--- src/rtl/cirp_pkg.sv ---
// Shared constants, register map, kind codes and control structs of the
// integrate-and-reset pixel block. No dependencies.
`default_nettype none

package cirp_pkg;

   // Store geometry
   localparam int MAX_ELECTRONS = 1024;
   localparam int ADDR_W        = $clog2(MAX_ELECTRONS);
   localparam int CNT_W         = ADDR_W + 1;

   // Field widths
   localparam int NOISE_FRAC_BITS = 8;
   localparam int KIND_W   = 2;
   localparam int TIME_W   = 31;
   localparam int PTIME_W  = TIME_W + 1;
   localparam int NOISE_W  = 16;
   localparam int CHARGE_W = 17;
   localparam int CFG16_W  = 16;

   // Input kinds
   localparam logic [KIND_W-1:0] KIND_APPEND = 2'd0;
   localparam logic [KIND_W-1:0] KIND_STEP   = 2'd1;
   localparam logic [KIND_W-1:0] KIND_NEW    = 2'd2;

   // Register map
   localparam int PADDR_W  = 5;
   localparam int PDATA_W  = 32;
   localparam int REGIDX_W = 3;
   localparam logic [REGIDX_W-1:0] REG_SAMPLE_PERIOD = 3'd0;
   localparam logic [REGIDX_W-1:0] REG_STOP_TIME     = 3'd1;
   localparam logic [REGIDX_W-1:0] REG_THRESHOLD     = 3'd2;
   localparam logic [REGIDX_W-1:0] REG_DEAD_PERIOD   = 3'd3;
   localparam logic [REGIDX_W-1:0] REG_LOSS_ENABLE   = 3'd4;

   // Register reset values
   localparam logic [CFG16_W-1:0] RST_SAMPLE_PERIOD = 16'd10;
   localparam logic [TIME_W-1:0]  RST_STOP_TIME     = 31'd1000;
   localparam logic [CFG16_W-1:0] RST_THRESHOLD     = 16'd6250;
   localparam logic [CFG16_W-1:0] RST_DEAD_PERIOD   = 16'd0;
   localparam logic               RST_LOSS_ENABLE   = 1'b0;

   typedef struct packed {
      logic [CFG16_W-1:0] sample_period;
      logic [TIME_W-1:0]  stop_time;
      logic [CFG16_W-1:0] reset_threshold;
      logic [CFG16_W-1:0] dead_period;
      logic               charge_loss_enable;
   } cfg_type;

   // Controller to datapath commands
   typedef struct packed {
      logic item_start;
      logic append;
      logic new_pixel;
      logic step;
      logic count_inc;
      logic fire;
      logic loss_inc;
      logic out_load;
   } cmd_type;

   // Datapath to controller status
   typedef struct packed {
      logic live;
      logic more;
      logic earlier;
      logic fire_cond;
      logic loss_en;
      logic out_free;
   } status_type;

endpackage

`default_nettype wire

--- src/rtl/cirp_ctrl.sv ---
// Control state machine: sequences appends, sample steps, the electron
// walk and the dead-time skip. Depends on cirp_pkg for kinds and structs.
`default_nettype none

module cirp_ctrl import cirp_pkg::*; (
   input  wire logic              clock,
   input  wire logic              reset,
   input  wire logic              req_valid,
   input  wire logic [KIND_W-1:0] req_kind,
   output logic                   req_ready,
   input  wire status_type        status,
   output cmd_type                cmd
);

   localparam logic [2:0] ST_IDLE      = 3'd0;
   localparam logic [2:0] ST_COUNT_RD  = 3'd1;
   localparam logic [2:0] ST_COUNT_CMP = 3'd2;
   localparam logic [2:0] ST_CHECK     = 3'd3;
   localparam logic [2:0] ST_LOSS_RD   = 3'd4;
   localparam logic [2:0] ST_LOSS_CMP  = 3'd5;
   localparam logic [2:0] ST_OUT       = 3'd6;

   logic [2:0] state_ff, state_in;
   logic       accept;

   assign req_ready = (state_ff == ST_IDLE);
   assign accept    = req_valid && req_ready;

   // next state and commands
   always_comb begin
      state_in = state_ff;
      cmd      = '0;
      unique case (state_ff)
         ST_IDLE: begin
            if (accept) begin
               cmd.item_start = 1'b1;
               state_in       = ST_OUT;
               unique case (req_kind)
                  KIND_APPEND: cmd.append    = 1'b1;
                  KIND_NEW:    cmd.new_pixel = 1'b1;
                  KIND_STEP: begin
                     if (status.live) begin
                        cmd.step = 1'b1;
                        state_in = ST_COUNT_RD;
                     end
                  end
                  default: ;
               endcase
            end
         end
         // RAM address is the walk pointer; data lands in the next cycle
         ST_COUNT_RD: begin
            state_in = status.more ? ST_COUNT_CMP : ST_CHECK;
         end
         ST_COUNT_CMP: begin
            if (status.earlier) begin
               cmd.count_inc = 1'b1;
               state_in      = ST_COUNT_RD;
            end else begin
               state_in = ST_CHECK;
            end
         end
         ST_CHECK: begin
            if (status.fire_cond) begin
               cmd.fire = 1'b1;
               state_in = status.loss_en ? ST_LOSS_RD : ST_OUT;
            end else begin
               state_in = ST_OUT;
            end
         end
         ST_LOSS_RD: begin
            state_in = status.more ? ST_LOSS_CMP : ST_OUT;
         end
         ST_LOSS_CMP: begin
            if (status.earlier) begin
               cmd.loss_inc = 1'b1;
               state_in     = ST_LOSS_RD;
            end else begin
               state_in = ST_OUT;
            end
         end
         ST_OUT: begin
            if (status.out_free) begin
               cmd.out_load = 1'b1;
               state_in     = ST_IDLE;
            end
         end
         default: state_in = ST_IDLE;
      endcase
   end

   always_ff @(posedge clock) begin
      if (reset) begin
         state_ff <= ST_IDLE;
      end else begin
         state_ff <= state_in;
      end
   end

endmodule

`default_nettype wire

--- config.mk ---
export PLATFORM = sky130hd
export DESIGN_NAME = cirp_ctrl
export DESIGN_NICKNAME = d
export VERILOG_FILES = /design/src/rtl/cirp_pkg.sv /design/src/rtl/cirp_ctrl.sv
export SDC_FILE = /design/constraint.sdc
export NUM_CORES = 1
export LEC_CHECK = 0
export ABC_AREA = 1
export BUFFER_PORTS_ARGS = -buffer_cell sky130_fd_sc_hd__buf_2
export CORE_AREA = 2 2 39 41
export CTS_BUF_LIST = sky130_fd_sc_hd__clkbuf_4
export CTS_CLUSTER_DIAMETER = 50
export CTS_CLUSTER_SIZE = 25
export DETAILED_ROUTE_END_ITERATION = 16
export DIE_AREA = 0 0 41 43
export MAX_ROUTING_LAYER = met4
export PLACE_DENSITY = 0.51
export REMOVE_ABC_BUFFERS = 1
export SETUP_SLACK_MARGIN = 0.4
export SLEW_MARGIN = 20
export SYNTH_ARGS = -nofsm -noshare
export SYNTH_HDL_FRONTEND = slang
export SYNTH_SLANG_ARGS = --single-unit
--- constraint.sdc ---
create_clock -name clock -period 1.5 [get_ports clock]
set_input_delay 0.075 -clock clock [delete_from_list [all_inputs] [get_ports clock]]
set_output_delay 0.075 -clock clock [all_outputs]
set_load 0.02 [all_outputs]
==> reports/results.ini <==
[placement]
place_congestion = 0.7822
place_hpwl_um = 637.7
port_buffers = 19
place_area_um2 = 442.9

[layout]
finalInstanceArea_um2 = 732.0
drive_gt1_share_pct = 65.59
antenna_cells = 0
reg_top3 = state_ff: 3 flops
nets = 105
num-fill-cells = 130
area_growth_pct = 115.9
largest_reg_flops = 3
fin_util_pct = 52.89
regMostFlops = state_ff
regArea_um2 = 71.32
multiInputGateArea_um2 = 302.8

[drt]
post_drt_wl_per_cell_um = 11.01
routed_wl_um = 1200
viasPerCell = 4.615
postRouteAntennaNets = 0
first_iter_violations = 2
drc = 0
num_vias = 503
dr.pass1.iters = 4

[timing]
fin_skew_ns = 0.0003810
period_needed_ns = 1.286
setup_violations = 0
relSlewSlack_pct = 83.74
timing.fmax_mhz = 777.8
rsz0062_at_grt = true
tightest_slew_ns = 0.2430
hold_slack_ns = 0.03415
tns_ns = 0
min_period_over_period_pct = 85.72
hold_viol = 0
maxSlewViolCount = 0

[synthesis]
synthAdderAreaFrac_pct = 0
synth_area_um2 = 339.1
yosys-top-cells-count = nand2_1, inv_1, nor2_1
synth_area_leaders = dfxtp_1, nand2_1, inv_1
synth_ff_type = dfxtp_1
ys_ff_latch = 3
synthMuxAreaShare_pct = 0
synth-compound-area-share_pct = 9.963
synth-xor-area-share_pct = 0
yosys.area_share.simple_pct = 54.61
syn_inst = 58
synth_async_sr_flop_share_pct = 0
synth_edf_count = 0
synth.distinct_cells = 18
ys_seq_area_share_pct = 17.71
yosysMostFrequentCell = nand2_1
yosys_warnings = 0
yosysTopAreaCell = dfxtp_1
synth_top_family_by_area = simple AND/OR/NAND/NOR gates
synth_top_area_share_pct = 17.71
syn_avg_cell_area_um2 = 5.846

[cts]
clk_pin_slew_ns = 0.03
clock_latency_ns = 0.23
cts_inserted_buffers = 3
clk_path_buf_depth = 2
htreeDepth = 1
cts_hold_buf = 0
cts.sinks = 3
cts_root_buf = clkbuf_4
cts_tree = built

[critical_path]
arrival_ns = 1.21
path_buf_inv = 2
required_ns = 1.42
worstPathCellList = nor2_4, nand2_4, inv_4, nand2_4, nor3_4, buf_6
crit_top_cell = nand2_4
crit_type = reg -> out
endpoint_kind = output pin
crit_family = simple AND/OR/NAND/NOR gates
worst-path-max-fanout = 4
start_kind = register
cp_slowest_cell = dfxtp_4
cpPeakStageDelay_ns = 0.35

[floorplanning]
die_area_um2 = 1763
die_h_um = 43
std_cell_rows = 14
dieWidth_um = 41
io_pins = 20
core_region_area_um2 = 1384
initial_core_util_pct = 24.50

[global_route]
antenna_found_initial = 0
grt_max_degree = 7
grt_pass1_vias = 450
grt_pass1_wl_um = 1656
grt-ovfl-total = 0
grtUsageTotal_pct = 14.48

[status]
status = finished clean

[pwr]
powerDensity_nw_per_um2 = 1771
finalPower_mw = 1.296
irDropWorstVdd_uv = 693.8
p_leak_nw = 0.3716

[job]
maxCapViolCount = 0

[worst_hold_path]
min_path_type = in -> reg

[cell usage in the layout (no fill, tap or decap), types with 2 or more instances in the layout]
master    count
nor2_4        3
buf_6         9
clkbuf_4      4
a21oi_1       2
inv_2         2
inv_6         2
nand3_2       3
nor3_4        2
nand2_4       2
nand2_1      10
dfxtp_4       3
buf_2        11
inv_1         7
buf_4        12
nor2_2        2
nor2_1        5
nand4_1       3
nand3_1       3
[routing by layer]
| metal | up-vias | wire length, um | global-route usage [%] |
|---|---|---|---|
| li1 | 260 | - | - |
| met5 | - | 0 | - |
| met2 | 14 | 678 | 23.13 |
| met3 | 2 | 52 | 2.094 |
| met4 | 0 | 20 | 13.33 |
| met1 | 227 | 447 | 13.74 |
[final timing paths]
check | startpoint | slack, ns | endpoint | depth (start not counted)
worst max-delay path | state_ff[0] | 0.21 | cmd[5] | 6
worst min register to register | state_ff[2] | 0.74 | state_ff[0] | 5
worst max register to register | state_ff[0] | 0.26 | state_ff[1] | 8
worst min-delay path | reset | 0.03 | state_ff[1] | 2
[cells by family after synthesis]
kind of cell	after synthesis
buf+inv	14
compound gates	5
simple gates	36
flops	3
[layout make-up]
cell class                      instances  share of cell area [%]
Inverter                               13                   8.376
Timing Repair Buffer                   32                   33.68
Tap cell                               16                   2.735
Clock buffer                            4                   4.103
Multi-Input combinational cell         41                   41.37
Sequential cell                         3                   9.744
[stage by stage]
step / worst slack [ns] / std cells
2_1_floorplan: 0.1515 / 57
3_3_place_gp: 0.3108 / 92
3_5_place_dp: 0.3222 / 92
4_1_cts: 0.2147 / 106
5_1_grt: 0.1511 / 109
6_report: 0.2142 / 109
[power by group]
part	total (mW)	internal (mW)	leakage, nW	switching [mW]
Combinational	0.976	0.468	0.326	0.507
Clock	0.155	0.117	0.0184	0.0371
Sequential	0.166	0.126	0.0267	0.0396
[timing repair]
item,CTS,global route
endpoints found under the setup margin,12,12
setup buffers,10,3
pin swaps,7,6
resized for setup,27,20
No activity file was read; power rests on OpenSTA's default activity.
