## config.mk

```make
export PLATFORM = sky130hd
export DESIGN_NAME = cirp_csr
export DESIGN_NICKNAME = d
export VERILOG_FILES = /design/src/rtl/cirp_pkg.sv /design/src/rtl/cirp_csr.sv
export SDC_FILE = /design/constraint.sdc
export NUM_CORES = 1
export LEC_CHECK = 0
export ABC_CLOCK_PERIOD_IN_PS = 1600
export BUFFER_PORTS_ARGS = -buffer_cell sky130_fd_sc_hd__buf_2
export CORE_MARGIN = 10
export CORE_UTILIZATION = 44
export CTS_CLUSTER_SIZE = 8
export DETAILED_ROUTE_END_ITERATION = 10
export GPL_TIMING_DRIVEN = 0
export HOLD_SLACK_MARGIN = 0.03
export PLACE_DENSITY = 0.76
export SLEW_MARGIN = 0
export SYNTH_ARGS = -nofsm -noshare
export SYNTH_HDL_FRONTEND = slang
export SYNTH_SLANG_ARGS = --single-unit
```

## constraint.sdc

```tcl
create_clock -name clock -period 1.6 [get_ports clock]
set_clock_uncertainty 0.1 [all_clocks]
set_input_delay 0.32 -clock clock [delete_from_list [all_inputs] [get_ports clock]]
set_output_delay 0.32 -clock clock [all_outputs]
set_load 0.01 [all_outputs]
```

## src/rtl/cirp_pkg.sv

```systemverilog
// Shared constants, register map, kind codes and control structs of the
// integrate-and-reset pixel block. No dependencies.
`default_nettype none

package cirp_pkg;

   // Store geometry
   localparam int MAX_ELECTRONS = 1024;
   localparam int ADDR_W        = $clog2(MAX_ELECTRONS);
   localparam int CNT_W         = ADDR_W + 1;

   // Field widths
   localparam int NOISE_FRAC_BITS = 8;
   localparam int KIND_W   = 2;
   localparam int TIME_W   = 31;
   localparam int PTIME_W  = TIME_W + 1;
   localparam int NOISE_W  = 16;
   localparam int CHARGE_W = 17;
   localparam int CFG16_W  = 16;

   // Input kinds
   localparam logic [KIND_W-1:0] KIND_APPEND = 2'd0;
   localparam logic [KIND_W-1:0] KIND_STEP   = 2'd1;
   localparam logic [KIND_W-1:0] KIND_NEW    = 2'd2;

   // Register map
   localparam int PADDR_W  = 5;
   localparam int PDATA_W  = 32;
   localparam int REGIDX_W = 3;
   localparam logic [REGIDX_W-1:0] REG_SAMPLE_PERIOD = 3'd0;
   localparam logic [REGIDX_W-1:0] REG_STOP_TIME     = 3'd1;
   localparam logic [REGIDX_W-1:0] REG_THRESHOLD     = 3'd2;
   localparam logic [REGIDX_W-1:0] REG_DEAD_PERIOD   = 3'd3;
   localparam logic [REGIDX_W-1:0] REG_LOSS_ENABLE   = 3'd4;

   // Register reset values
   localparam logic [CFG16_W-1:0] RST_SAMPLE_PERIOD = 16'd10;
   localparam logic [TIME_W-1:0]  RST_STOP_TIME     = 31'd1000;
   localparam logic [CFG16_W-1:0] RST_THRESHOLD     = 16'd6250;
   localparam logic [CFG16_W-1:0] RST_DEAD_PERIOD   = 16'd0;
   localparam logic               RST_LOSS_ENABLE   = 1'b0;

   typedef struct packed {
      logic [CFG16_W-1:0] sample_period;
      logic [TIME_W-1:0]  stop_time;
      logic [CFG16_W-1:0] reset_threshold;
      logic [CFG16_W-1:0] dead_period;
      logic               charge_loss_enable;
   } cfg_type;

   // Controller to datapath commands
   typedef struct packed {
      logic item_start;
      logic append;
      logic new_pixel;
      logic step;
      logic count_inc;
      logic fire;
      logic loss_inc;
      logic out_load;
   } cmd_type;

   // Datapath to controller status
   typedef struct packed {
      logic live;
      logic more;
      logic earlier;
      logic fire_cond;
      logic loss_en;
      logic out_free;
   } status_type;

endpackage

`default_nettype wire

```

## src/rtl/cirp_csr.sv

```systemverilog
// APB-style configuration registers of the pixel block.
// Depends on cirp_pkg for the register map and reset values.
`default_nettype none

module cirp_csr import cirp_pkg::*; (
   input  wire logic               clock,
   input  wire logic               reset,
   input  wire logic               psel,
   input  wire logic               penable,
   input  wire logic               pwrite,
   input  wire logic [PADDR_W-1:0] paddr,
   input  wire logic [PDATA_W-1:0] pwdata,
   output logic      [PDATA_W-1:0] prdata,
   output logic                    pready,
   output cfg_type                 cfg
);

   cfg_type              cfg_ff, cfg_in;
   logic [REGIDX_W-1:0]  idx;
   logic                 wr;

   assign pready = 1'b1;
   assign idx    = paddr[PADDR_W-1:2];
   assign wr     = psel && penable && pwrite;
   assign cfg    = cfg_ff;

   // write decode
   always_comb begin
      cfg_in = cfg_ff;
      if (wr) begin
         unique case (idx)
            REG_SAMPLE_PERIOD: cfg_in.sample_period      = pwdata[CFG16_W-1:0];
            REG_STOP_TIME:     cfg_in.stop_time          = pwdata[TIME_W-1:0];
            REG_THRESHOLD:     cfg_in.reset_threshold    = pwdata[CFG16_W-1:0];
            REG_DEAD_PERIOD:   cfg_in.dead_period        = pwdata[CFG16_W-1:0];
            REG_LOSS_ENABLE:   cfg_in.charge_loss_enable = pwdata[0];
            default: ;
         endcase
      end
   end

   always_ff @(posedge clock) begin
      if (reset) begin
         cfg_ff.sample_period      <= RST_SAMPLE_PERIOD;
         cfg_ff.stop_time          <= RST_STOP_TIME;
         cfg_ff.reset_threshold    <= RST_THRESHOLD;
         cfg_ff.dead_period        <= RST_DEAD_PERIOD;
         cfg_ff.charge_loss_enable <= RST_LOSS_ENABLE;
      end else begin
         cfg_ff <= cfg_in;
      end
   end

   // read mux
   always_comb begin
      unique case (idx)
         REG_SAMPLE_PERIOD: prdata = PDATA_W'(cfg_ff.sample_period);
         REG_STOP_TIME:     prdata = PDATA_W'(cfg_ff.stop_time);
         REG_THRESHOLD:     prdata = PDATA_W'(cfg_ff.reset_threshold);
         REG_DEAD_PERIOD:   prdata = PDATA_W'(cfg_ff.dead_period);
         REG_LOSS_ENABLE:   prdata = PDATA_W'(cfg_ff.charge_loss_enable);
         default:           prdata = '0;
      endcase
   end

endmodule

`default_nettype wire

```

==> summary.md <==
| Metric | Value |
|---|---|
| Skew-Pair Late Insertion Delay | 0.34 ns |
| Status | complete, but fails checks |
| Cell breakdown of the critical path | buf_8, buf_12, buf_8, mux4_2, nor2b_1, buf_2 |
| CTS tree | done |
| Failing checks | setup timing |
| GR Overflow Total | 0 |
| Reg2reg path depth | 4 |
| Fill cells | about 760 |
| CTS H-tree depth | 3 |
| HPWL after DPL | 9768 µm |
| CP arrival | between 1 and 1.5 ns |
| Multi-input gate area | around 2200 µm² |
| Register area | 1643 µm² |
| Hold path cells | 3 |
| Row count | 34 |
| M1 WL | 5809 µm |
| Post-Synthesis Cells | roughly 400 |
| Final setup margin | -0.2479 ns |
| GPL Wtd Cong | 0.8167 |
| Critical path's top delay family | multiplexers |
| Ratio of final minimum period to clock period | 1.155 |
| Fin util | 0.6334 |
| Slew Limit Fails | 0 |
| Synth area leader | dfxtp_1 |
| Fmax | 541.2 MHz |
| CTS Buf Count | 9 |
| Met2 routed WL | between 6000 and 7000 µm |
| Power per standard cell area | 731.5 nW/µm² |
| Setup WS pre-CTS | -0.8394 ns |
| Seq cells post-synth | 80 |
| Slowest cell on the critical path | mux4_2 |
| Final Hold Fails | 0 |
| Worst Path Required | 1.18 ns |
| Post-route DRC | 0 |
| DR pass1 iterations | 4 |
| CTS clk-pin slew, worst paths | roughly 0.09 ns |
| Ranking of synthesized cells by area | dfxtp_1 41%, mux2i_1 15%, nand2b_1 9.4% |
| Die width | 114.4 µm |
| Relative slew slack | 0.5881 |
| Post-Syn Nets | between 400 and 500 |
| NumNets Final | 624 |
| Post-Syn Area | approximately 3900 µm² |
| Synth top cells by count | 80 x dfxtp_1, 59 x nand2b_1, 57 x mux2i_1, 35 x o21ai_0 |
| Top-count cell post-synth | dfxtp_1 |
| Synth Area per Inst | 9.918 µm² |
| R2r endpoint | cfg[32] |
| Initial Util | 0.4514 |
| Most frequent cell on the critical path | buf_8 |
| Port buffer count | 148 |
| Clock sink count | 80 |
| Critical Path End Type | output pin |
| Worst reg2reg path startpoint | cfg[32] |
| Initial antenna violation count | 0 |
| Overall routing resource usage | 0.2018 |
| Worst path max stage delay | 0.49 ns |
| VDD IR-drop max | 0.4694 mV |
| FF-to-FF setup slack | 0.63 ns |
| Vias per inst | 5.240 |
| Seq/Total Area, Yosys | 0.4088 |
| Max reg flops | 80 |
| Vias in the first global route | 3895 |
| Routed via count | 3642 |
| CP bufs+invs | 4 |
| Hold Startpoint | pwdata[3] |
| Final setup TNS | -3.494 ns |
| Syn-to-layout area delta | 40.31% |
| Worst slew pin tran | 0.6178 ns |
| RSZ-0062 raised after global routing | true |
| Max layer used | met4 |
| Post-synth EDFFs | 0 |
| Primary FF master, synth | dfxtp_1 |
| Routed wire length per instance | 19.85 µm |
| HP Class | in2reg |
| Die area | 13080 µm² |
| Core ar. | 8678 µm² |
| Initial DRC count | 183 |
| Max-Cap Viols | 0 |
| Largest net degree at the start of global routing | 14 |
| Hold Buf Count CTS | 0 |
| Async SR Flop Fraction | 0 |
| Yosys cell types | 29 |
| Antenna viol nets, final | 0 |
| DR WL met3 | 1270 µm |
| # setup viols final | 16 |
| Yosys top cell area share | 0.4088 |
| Antenna cells | 0 |
| Share of layout cells above drive strength 1 | 0.4634 |
| Global-route wire length before repair | 21030 µm |
| Critical path class | in2out |
| Final min period | 1.848 ns |
| # IOs | 155 |
| Final wirelength | 13800 µm |
| Ys Warns | 0 |
| Clk buf depth | 2 |
| Root Driver | clkbuf_8 |
| CP Max Fanout | 5 |
| Startpoint Class | input pin |
| Worst Hold End | cfg[4] |
| Total power | 0.004021 W |
| Die Y | roughly 110 µm |
| Static leakage | 2.609 nW |
[metal layers]
layer / track usage / up-vias
li1: - / 1730
met1: 0.2391 / 1745
met2: 0.3462 / 154
met3: 0.06342 / 13
met4: 0.04845 / 0
met5: 0 / -
[layout by cell type, fill, tap and decap left out, drive strengths merged]
master and count:
nor2 26, nand2b 59, nor3 1, clkinvlp 3, mux2i 57, o21ai 37, nand4 1, dfxtp 80
a21oi 15, mux4 15, or3 1, or2 1, clkinv 1, conb 2, nor2b 25, nand3 1
and4b 1, and2 15, o21a 1, nand4b 16, bufinv 1, buf 194, nand3b 1, and3 1
clkbuf 32
[where the power goes]
part           switching (W)  total (W)  internal [W]  leakage (nW)
clock               0.000790    0.00151      0.000721        0.0856
combinational       0.000254   0.000495      0.000242          1.87
sequential         0.0000104    0.00201       0.00200         0.656
[repair_timing]
item / 4_1_cts / 5_1_grt
endpoints found under the hold margin: 0 / 0
cloned: 1 / 0
endpoints found under the setup margin: 43 / 37
setup buffers: 22 / 7
pin swaps: 1 / 0
resized for setup: 57 / 26
[through the flow]
stage / std cells / area (µm²) / hold slack [ns]
CTS: 689 / 5363 / 0.1332
floorplan: 395 / 3969 / 0.3753
detailed placement: 651 / 4845 / 0.3792
finish: 695 / 5497 / 0.1349
global placement: 651 / 4845 / 0.3687
global route: 695 / 5497 / 0.1360
[cell type report]
class / instances / area share
clock buffer: 11 / 0.02390
buffer: 37 / 0.05190
sequential: 80 / 0.2989
clock inverter: 5 / 0.01047
timing repair buffer: 178 / 0.1917
tap: 108 / 0.02458
multi-input combinational: 276 / 0.3986
[cell families (layout without fill, tap and decap cells)]
group           after synthesis  in the layout  share of synthesized area
flops                        80             80                     0.4088
buf+inv                      39            231                    0.05238
simple gates                149            149                     0.2367
compound gates               53             53                    0.06835
other cells                   2              2                   0.001917
mux                          72             72                     0.2319
[worst reg2reg max path, cell delays in order (launching register included)]
cell and delay, ns:
dfxtp_2 0.32, buf_4 0.12, nor2b_1 0.12, o21ai_0 0.09, o21ai_0 0.10
[worst max-delay path by stage]
stage          depth (start not counted)  slack, ns        end     start
4_1_cts                                3      -0.25  prdata[1]   cfg[18]
6_report                               6      -0.25  prdata[8]  paddr[3]
5_1_grt                                6      -0.28  prdata[7]  paddr[3]
3_5_place_dp                           5      -0.84  prdata[1]  paddr[4]
3_3_place_gp                           5      -0.79  prdata[1]  paddr[4]
2_1_floorplan                          4      -0.02  prdata[4]  paddr[3]
Note: power is estimated with default switching activity, not from simulation.
